--- src/rtl/sdd_pkg.sv ---
package sdd_pkg;

  // default sizes of the two dense stores
  localparam int unsigned RowCountDefault = 1024;
  localparam int unsigned RankMaxDefault  = 64;

  // field widths
  localparam int unsigned ActionWidth   = 2;
  localparam int unsigned IndexWidth    = 10;
  localparam int unsigned ElemWidth     = 6;
  localparam int unsigned DenseWidth    = 32;
  localparam int unsigned AccWidth      = 64;
  localparam int unsigned RankWidth     = 7;
  localparam int unsigned CfgIndexWidth = 1;
  localparam int unsigned CfgDataWidth  = 7;
  localparam int unsigned RankCmpWidth  = 11;

  // register indexes of the configuration port
  localparam logic [CfgIndexWidth-1:0] CFG_RANK      = 1'b0;
  localparam logic [CfgIndexWidth-1:0] CFG_TRANSPOSE = 1'b1;

  localparam logic [RankWidth-1:0] RankReset = 7'd64;

  // item actions
  typedef enum logic [ActionWidth-1:0] {
    ACT_LOAD_FIRST  = 2'd0,
    ACT_LOAD_SECOND = 2'd1,
    ACT_SAMPLE      = 2'd2
  } action_e;

  // controller states
  typedef enum logic [2:0] {
    ST_IDLE,
    ST_REDUCE,
    ST_BASE,
    ST_WRITE,
    ST_MAC,
    ST_FINISH
  } ctrl_state_e;

  // controller to datapath
  typedef struct packed {
    logic capture;
    logic reduce_step;
    logic base_calc;
    logic write_en;
    logic issue;
    logic finish;
  } ctrl_cmd_t;

  // datapath to controller
  typedef struct packed {
    logic is_load;
    logic is_sample;
    logic reduce_last;
    logic rank_zero;
    logic issue_last;
    logic pipe_busy;
    logic out_free;
  } dp_status_t;

  // number of compare-subtract steps that fold a row index into the row count
  function automatic int red_steps(input int count);
    int steps;
    steps = 0;
    for (int i = 0; i <= int'(IndexWidth); i++) begin
      if ((longint'(count) << i) < (longint'(1) << IndexWidth)) begin
        steps = i + 1;
      end
    end
    return steps;
  endfunction

  // signed add that clamps at the 64-bit limits
  function automatic logic signed [AccWidth-1:0] sat_add(
    input logic signed [AccWidth-1:0] a,
    input logic signed [AccWidth-1:0] b
  );
    logic signed [AccWidth-1:0] s;
    s = a + b;
    if (a[AccWidth-1] == b[AccWidth-1] && s[AccWidth-1] != a[AccWidth-1]) begin
      s = a[AccWidth-1] ? {1'b1, {(AccWidth-1){1'b0}}} : {1'b0, {(AccWidth-1){1'b1}}};
    end
    return s;
  endfunction

endpackage

--- src/rtl/sdd_ctrl.sv ---
module sdd_ctrl import sdd_pkg::*; #(
  parameter int unsigned ROW_COUNT = RowCountDefault
) (
  input  logic       clk_i,
  input  logic       rst_ni,
  input  logic       in_valid_i,
  output logic       in_ready_o,
  input  dp_status_t status_i,
  output ctrl_cmd_t  cmd_o
);

  localparam int RedSteps = red_steps(int'(ROW_COUNT));

  ctrl_state_e state_q, state_d;

  // state register
  always_ff @(posedge clk_i or negedge rst_ni) begin
    if (!rst_ni) begin
      state_q <= ST_IDLE;
    end else begin
      state_q <= state_d;
    end
  end

  // next state
  always_comb begin
    state_d = state_q;
    case (state_q)
      ST_IDLE: begin
        if (in_valid_i) begin
          state_d = (RedSteps > 0) ? ST_REDUCE : ST_BASE;
        end
      end
      ST_REDUCE: begin
        if (status_i.reduce_last) begin
          state_d = ST_BASE;
        end
      end
      ST_BASE: begin
        if (status_i.is_load) begin
          state_d = ST_WRITE;
        end else if (status_i.is_sample) begin
          state_d = status_i.rank_zero ? ST_FINISH : ST_MAC;
        end else begin
          state_d = ST_IDLE;
        end
      end
      ST_WRITE: begin
        state_d = ST_IDLE;
      end
      ST_MAC: begin
        if (status_i.issue_last) begin
          state_d = ST_FINISH;
        end
      end
      ST_FINISH: begin
        if (!status_i.pipe_busy && status_i.out_free) begin
          state_d = ST_IDLE;
        end
      end
      default: begin
        state_d = ST_IDLE;
      end
    endcase
  end

  // commands
  always_comb begin
    in_ready_o        = (state_q == ST_IDLE);
    cmd_o             = '0;
    cmd_o.capture     = (state_q == ST_IDLE) && in_valid_i;
    cmd_o.reduce_step = (state_q == ST_REDUCE);
    cmd_o.base_calc   = (state_q == ST_BASE);
    cmd_o.write_en    = (state_q == ST_WRITE);
    cmd_o.issue       = (state_q == ST_MAC);
    cmd_o.finish      = (state_q == ST_FINISH) && !status_i.pipe_busy && status_i.out_free;
  end

endmodule

--- config.mk ---
export PLATFORM = sky130hd
export DESIGN_NAME = sdd_ctrl
export DESIGN_NICKNAME = d
export VERILOG_FILES = /design/src/rtl/sdd_pkg.sv /design/src/rtl/sdd_ctrl.sv
export SDC_FILE = /design/constraint.sdc
export NUM_CORES = 1
export LEC_CHECK = 0
export ABC_AREA = 0
export BUFFER_PORTS_ARGS = -buffer_cell sky130_fd_sc_hd__buf_2
export CAP_MARGIN = 20
export CORE_AREA = 2 2 39 41
export DETAILED_ROUTE_END_ITERATION = 16
export DIE_AREA = 0 0 41 43
export GPL_TIMING_DRIVEN = 0
export PLACE_DENSITY_LB_ADDON = 0.08
export SYNTH_ARGS = -nofsm -noshare
export SYNTH_HDL_FRONTEND = slang
export SYNTH_SLANG_ARGS = --single-unit
--- constraint.sdc ---
create_clock -name clk_i -period 1.5 [get_ports clk_i]
set_clock_uncertainty 0.05 [all_clocks]
set_input_delay 0.075 -clock clk_i [delete_from_list [all_inputs] [get_ports clk_i]]
set_output_delay 0.075 -clock clk_i [all_outputs]
set_load 0.02 [all_outputs]
# Word-level counts from Yosys, hierarchy flattened
# Index checks and enable logic that the tools add are counted.
dict set report classes {
  n_eq_ne 9
  mux 8
  n_reduce_logical 7
}
# op count
set ops {}
lappend ops {{2-to-1 mux 3 bit} 6}
lappend ops {{case mux 3 bit (5 select lines)} 1}
lappend ops {{inequality test 2 bit, second input constant} 4}
lappend ops {{== test 3 x 2 -> 1 bit, second input constant} 2}
lappend ops {{== test 3 bit, second input constant} 2}
lappend ops {{logical AND 1 bit} 4}
lappend ops {{AND reduction 4 bit} 1}
lappend ops {{== test 3 x 1 -> 1 bit, second input constant} 1}
lappend ops {{zero test 3 bit} 1}
lappend ops {{zero test 1 bit} 1}
lappend ops {{2-to-1 mux 1 bit} 1}
dict set report totals {
  reg_bits 3
  inputBits 10
  output_inout_bits 7
}

# Logic depth before layout (Yosys ltp)
# Gate-level depths: netlist of run 1.
dict set report logic_depth {
  word_depth 4
  ltp_mapped 4
}

# Worst setup path before layout of run 1
# Ideal clock, no wire load.
dict set report synth_timing {
  path_kind {reg2out}
  from {reg state_q[1]}
  to {out cmd_o[5] in the netlist's numbering}
  t_arrival_ns 1.338
  required_time_ns 1.375
  path_slack_ns 0.037
  path_stages_with_launch 4
  path_cell_list {dfrtp_1 > buf_6 > nor3_1 > and2_1}
}
# item line_no
set synth_lines {}
lappend synth_lines {{from (decl)} sdd_ctrl.sv:14} ;# ctrl_state_e state_q, state_d;
lappend synth_lines {{from (signal assigned)} sdd_ctrl.sv:21} ;# state_q <= state_d;
lappend synth_lines {{to (decl)} sdd_ctrl.sv:9} ;# output ctrl_cmd_t cmd_o

==> flow_summary_export.csv, run 1 <==
group,metric,value,unit
sta,setup_tns,0,ns
sta,fin_crit,1.38,ns
grt,grt_usage,9.91,%
synthesis,synth_cell_types,18,
cells_and_area,diodes,0,
floorplanning,die_h,43,um
clock_network,cts_buffers,3,
worst_hold_path,hold_end,"state_q[0]",
placed_design,dp_hpwl,519,um
sta,hold_viol_final,0,
clock_network,cts_setup_buffers,0,
placed_design,gp_congestion,0.691,
floorplanning,start_util,17.5,%
placed_design,io_buffers,16,
pwr,powerDensity,2070,nW/um2
synthesis,synth_cells,28,
clock_network,cts_resized,0,
synthesis,ys_seq_area_share,31.1,%
clock_network,cts.clk_slew.worst_paths,0.04,ns
floorplanning,io_pins,17,
placed_design,dpl_worst_slack,0.291,ns
clock_network,clkSinkCount,3,
cells_and_area,top_regs,"state_q (3)",
sta,post-route-period-util,91.7,%
clock_network,clk_latency,0.23,ns
cells_and_area,regMostFlops,"state_q",
floorplanning,core_area,1380,um2
setup_path,crit_type,"flip-flop to output port",
synthesis,yosysTopAreaCellShare,31.1,%
setup_path,regToRegEndpoint,"state_q[0]",
detailed_routing,drc,0,
floorplanning,design.die.area,1760,um2
detailed_routing,ant_nets,0,
sta,rsz0062_at_grt,"false",
cells_and_area,fill_cells,164,
setup_path,crit_path_max_fanout,7,
setup_path,reg2reg_slack,0.29,ns
cells_and_area,syn2layout_area_growth,56.5,%
setup_path,critPathCaptureType,"output port",
setup_path,start_kind,"flip-flop",
cells_and_area,layout_common_cells,"buf_2, nor2_1, nor2b_1, clkbuf_4, dfrtp_1",
job,drv_cap,0,
cells_and_area,fin_cells,65,
cells_and_area,mostFrequentLayoutCell,"buf_2",
run_status,status,"complete, no violations",
placed_design,dpl.cell_count,60,
synthesis,avgSynthCellArea,8.62,um2
sta,setup_viol,0,
floorplanning,fp.dieW,41,um
cells_and_area,drive_gt1_share,46.9,%
sta,final_max_slew_viol_count,0,
placed_design,placedInstanceArea,342,um2
grt,grt_pass1_vias,275,
cells_and_area,final_cell_area,378,um2
detailed_routing,drt-initial-drc-count,4,
sta,relSlewSlack,80.7,%
clock_network,cts_root_buf,"clkbuf_4",
worst_hold_path,worstHoldPathCells,2,
detailed_routing,vias_per_cell,4.20,
setup_path,worstReg2RegStart,"state_q[1]",
sta,max_freq,0.727,GHz
grt,antenna_found_initial,0,
sta,fin_hold_ws,0.0309,ns
floorplanning,rows,14,
synthesis,synth_fp_nets,38,
pwr,finalPower,0.783,mW
synthesis,synth.cell_area,241,um2
pwr,p_leak,0.198,nW
synthesis,netlist.top_cell.by_area,"dfrtp_1",
sta,layout_setup_ws,0.125,ns
worst_hold_path,hold_class,"primary input to flip-flop",
grt,grt_max_degree,10,
grt,grt-ovfl-total,0,
synthesis,ys.warnings.count,0,
detailed_routing,num_vias,273,
clock_network,clock_path_buffers,2,
synthesis,synth_area_leaders,"dfrtp_1, nor2b_1, nor3b_4",
detailed_routing,wire_per_inst,9.95,um
synthesis,ys_ff_latch,3,
cells_and_area,post-route-util,27.3,%
cells_and_area,fin_nets,60,
clock_network,cts_max_level,1,
clock_network,tritoncts,"built",
sta,max_slew.worst_pin.slew,0.290,ns
cells_and_area,largest_reg_flops,3,
setup_path,cp.required,1.37,ns
setup_path,r2r_cells,4,
grt,grt_pass1_wl,1130,um
setup_path,cp.arrival,1.25,ns
detailed_routing,firstDrtPassIters,2,
worst_hold_path,hp-start,"status_i[2]",
detailed_routing,routed_wl,647,um
pwr,peakVddDrop,640,uV
## repair_timing
item                       4_1_cts  5_1_grt
hold buffers                     1        0
hold endpoints to repair         3        0
setup endpoints to repair        0        0
## synth_stat cells
master	count
nand2_1	1
a221o_1	1
dfrtp_1	3
and2_1	1
nor3_1	2
buf_6	1
a31oi_1	1
and3_2	1
o22a_1	1
buf_4	1
nor2b_1	3
nor3b_4	1
nand2b_1	1
mux2i_1	1
o32ai_1	1
nor2_1	4
inv_1	2
a21oi_1	2
## critical path: stages (launching register included)
cell and delay [ns]:
dfrtp_1 0.47, nor3_1 0.25, and2_1 0.15, buf_2 0.15
## cell families (layout without fill, tap and decap cells)
kind of cell,after synthesis,after routing,share of synthesized area [%]
multiplexers,1,1,4.15
flip-flops,3,3,31.1
AND/OR/NAND/NOR,14,14,35.8
AO/OA/AOI/OAI,6,6,18.1
buffers and inverters,4,25,10.9
## report_power, final
| group | switching (mW) | internal (mW) | leakage (nW) | total (mW) |
|---|---|---|---|---|
| clock network | 0.0375 | 0.0994 | 0.0150 | 0.137 |
| logic | 0.273 | 0.215 | 0.145 | 0.488 |
| registers | 0.0376 | 0.121 | 0.0378 | 0.158 |
| total | 0.348 | 0.435 | 0.198 | 0.783 |
## routing by layer
metal	global-route usage, %	wire length (um)	vias to the layer above
met3	5.24	64	2
met1	11.8	306	115
met5	0	0	-
met4	8.00	10	0
met2	12.5	264	13
li1	-	-	143
## layout make-up
class / count / area (um2) / share of cell area (%)
sequential: 3 / 75.1 / 19.9
timing repair buffer: 17 / 90.1 / 23.8
buffer: 2 / 18.8 / 4.97
inverter: 2 / 7.51 / 1.99
tap: 16 / 20.0 / 5.30
multi-input combinational: 21 / 140 / 37.1
clock buffer: 4 / 26.3 / 6.95
## how the worst max path moves through the flow
stage / startpoint / endpoint / depth (start not counted)
floorplan: state_q[1] / cmd_o[5] / 3
global placement: state_q[2] / state_q[0] / 4
detailed placement: state_q[1] / state_q[0] / 4
CTS: state_q[0] / cmd_o[5] / 3
global route: state_q[0] / cmd_o[5] / 3
finish: state_q[0] / cmd_o[5] / 3
Note: power is estimated with default switching activity, not from simulation.
==> run 2: changes to the inputs <==
SETUP_SLACK_MARGIN = 0.3   (was default)
==> flow_summary_export.csv, run 2 (synthesis gave the netlist of run 1 again) <==
group,metric,value,unit
detailed_routing,drc,0,
floorplanning,fp.dieW,41,um
floorplanning,rows,14,
setup_path,start_kind,"flip-flop",
grt,grt_pass1_vias,271,
placed_design,gp_congestion,0.686,
cells_and_area,diodes,0,
detailed_routing,routed_wl,815,um
pwr,p_leak,0.254,nW
sta,relSlewSlack,84.2,%
setup_path,worstSetupStartpoint,"state_q[1]",
sta,max_freq,0.778,GHz
cells_and_area,post-route-util,39.8,%
sta,setup_viol,0,
cells_and_area,syn2layout_area_growth,128,%
detailed_routing,ant_nets,0,
cells_and_area,mostFrequentLayoutCell,"buf_2",
detailed_routing,vias_per_cell,4.18,
sta,rsz0062_at_grt,"true",
sta,post-route-period-util,85.7,%
pwr,powerDensity,2200,nW/um2
floorplanning,die_h,43,um
floorplanning,io_pins,17,
detailed_routing,firstDrtPassIters,2,
job,drv_cap,0,
floorplanning,design.die.area,1760,um2
setup_path,crit_end,"cmd_o[5]",
cells_and_area,final_cell_area,551,um2
run_status,status,"complete, no violations",
cells_and_area,regMostFlops,"state_q",
cells_and_area,top_regs,"state_q (3)",
setup_path,cp.required,1.37,ns
clock_network,clk_latency,0.23,ns
grt,grt_usage,10.4,%
placed_design,io_buffers,16,
setup_path,crit_type,"flip-flop to output port",
detailed_routing,num_vias,297,
sta,hold_viol_final,0,
sta,fin_hold_ws,0.0399,ns
setup_path,worstReg2RegStart,"state_q[1]",
grt,grt-ovfl-total,0,
pwr,peakVddDrop,732,uV
clock_network,cts_buffers,3,
detailed_routing,wire_per_inst,11.5,um
cells_and_area,fin_cells,71,
grt,grt_pass1_wl,1150,um
placed_design,placedInstanceArea,358,um2
sta,fin_crit,1.29,ns
clock_network,clock_path_buffers,2,
cells_and_area,layout_common_cells,"buf_2, buf_6, buf_4",
grt,grt_max_degree,8,
setup_path,reg2reg_slack,0.23,ns
grt,antenna_found_initial,0,
sta,max_slew.worst_pin.slew,0.237,ns
clock_network,clkSinkCount,3,
sta,setup_tns,0,ns
setup_path,crit_path_max_fanout,6,
clock_network,tritoncts,"built",
setup_path,cp.arrival,1.16,ns
clock_network,cts_max_level,1,
cells_and_area,fin_nets,66,
cells_and_area,fill_cells,148,
setup_path,regToRegEndpoint,"state_q[2]",
clock_network,cts_root_buf,"clkbuf_4",
floorplanning,core_area,1380,um2
cells_and_area,drive_gt1_share,74.5,%
floorplanning,start_util,17.5,%
clock_network,cts.clk_slew.worst_paths,0.03,ns
setup_path,critPathCaptureType,"output port",
placed_design,dpl.cell_count,60,
worst_hold_path,hold_class,"primary input to flip-flop",
cells_and_area,largest_reg_flops,3,
setup_path,r2r_cells,5,
sta,final_max_slew_viol_count,0,
detailed_routing,drt-initial-drc-count,1,
run 2: power by group:
part	total (mW)	internal [mW]	switching, mW	leakage [nW]
clock network	0.140	0.0996	0.0405	0.0150
logic	0.897	0.485	0.412	0.202
registers	0.175	0.123	0.0523	0.0365
total	1.21	0.708	0.505	0.254
run 2: through the flow:
stage	worst slack, ns	power [mW]
3_3_place_gp	0.258	0.692
6_report	0.214	1.21
5_1_grt	0.163	1.30
3_5_place_dp	0.249	0.697
4_1_cts	0.187	0.992
2_1_floorplan	0.288	0.561
run 2: layout make-up:
type                            instances  area [um2]  area share, %
Clock buffer                            4        26.3           4.77
Buffer                                  2        22.5           4.09
Tap cell                               16        20.0           3.64
Sequential cell                         3        76.3           13.9
Timing Repair Buffer                   23         176           32.0
Multi-Input combinational cell         21         219           39.8
Inverter                                2        10.0           1.82
run 2: how the worst min path moves through the flow:
stage                start    endpoint  slack [ns]  cells after the start
5_1_grt        status_i[2]  state_q[0]        0.03                      2
6_report       status_i[2]  state_q[0]        0.04                      2
3_5_place_dp        rst_ni  state_q[2]       -0.18                      1
4_1_cts        status_i[2]  state_q[0]        0.04                      2
3_3_place_gp        rst_ni  state_q[2]       -0.18                      1
2_1_floorplan       rst_ni  state_q[0]       -0.27                      0
run 2: repair_timing:
item                                    4_1_cts  5_1_grt
buffers inserted                              2        4
endpoints found under the setup margin        8       10
endpoints found under the hold margin         3        0
gates cloned                                  0        0
pin swaps                                     3        5
hold buffers                                  1        0
resized for setup                            16       14
run 2: layer usage:
| layer | wire [um] | track usage, % | part of all wire (%) |
|---|---|---|---|
| met5 | 0 | 0 | 0 |
| met1 | 327 | 11.3 | 40 |
| met2 | 462 | 14.4 | 57 |
| met4 | 0 | 6.00 | 0 |
| met3 | 25 | 6.81 | 3.1 |
run 2: critical path: stages (launching register included):
cell	delay, ns
dfrtp_1	0.36
buf_6	0.13
nor3_4	0.17
and2_4	0.16
buf_6	0.10
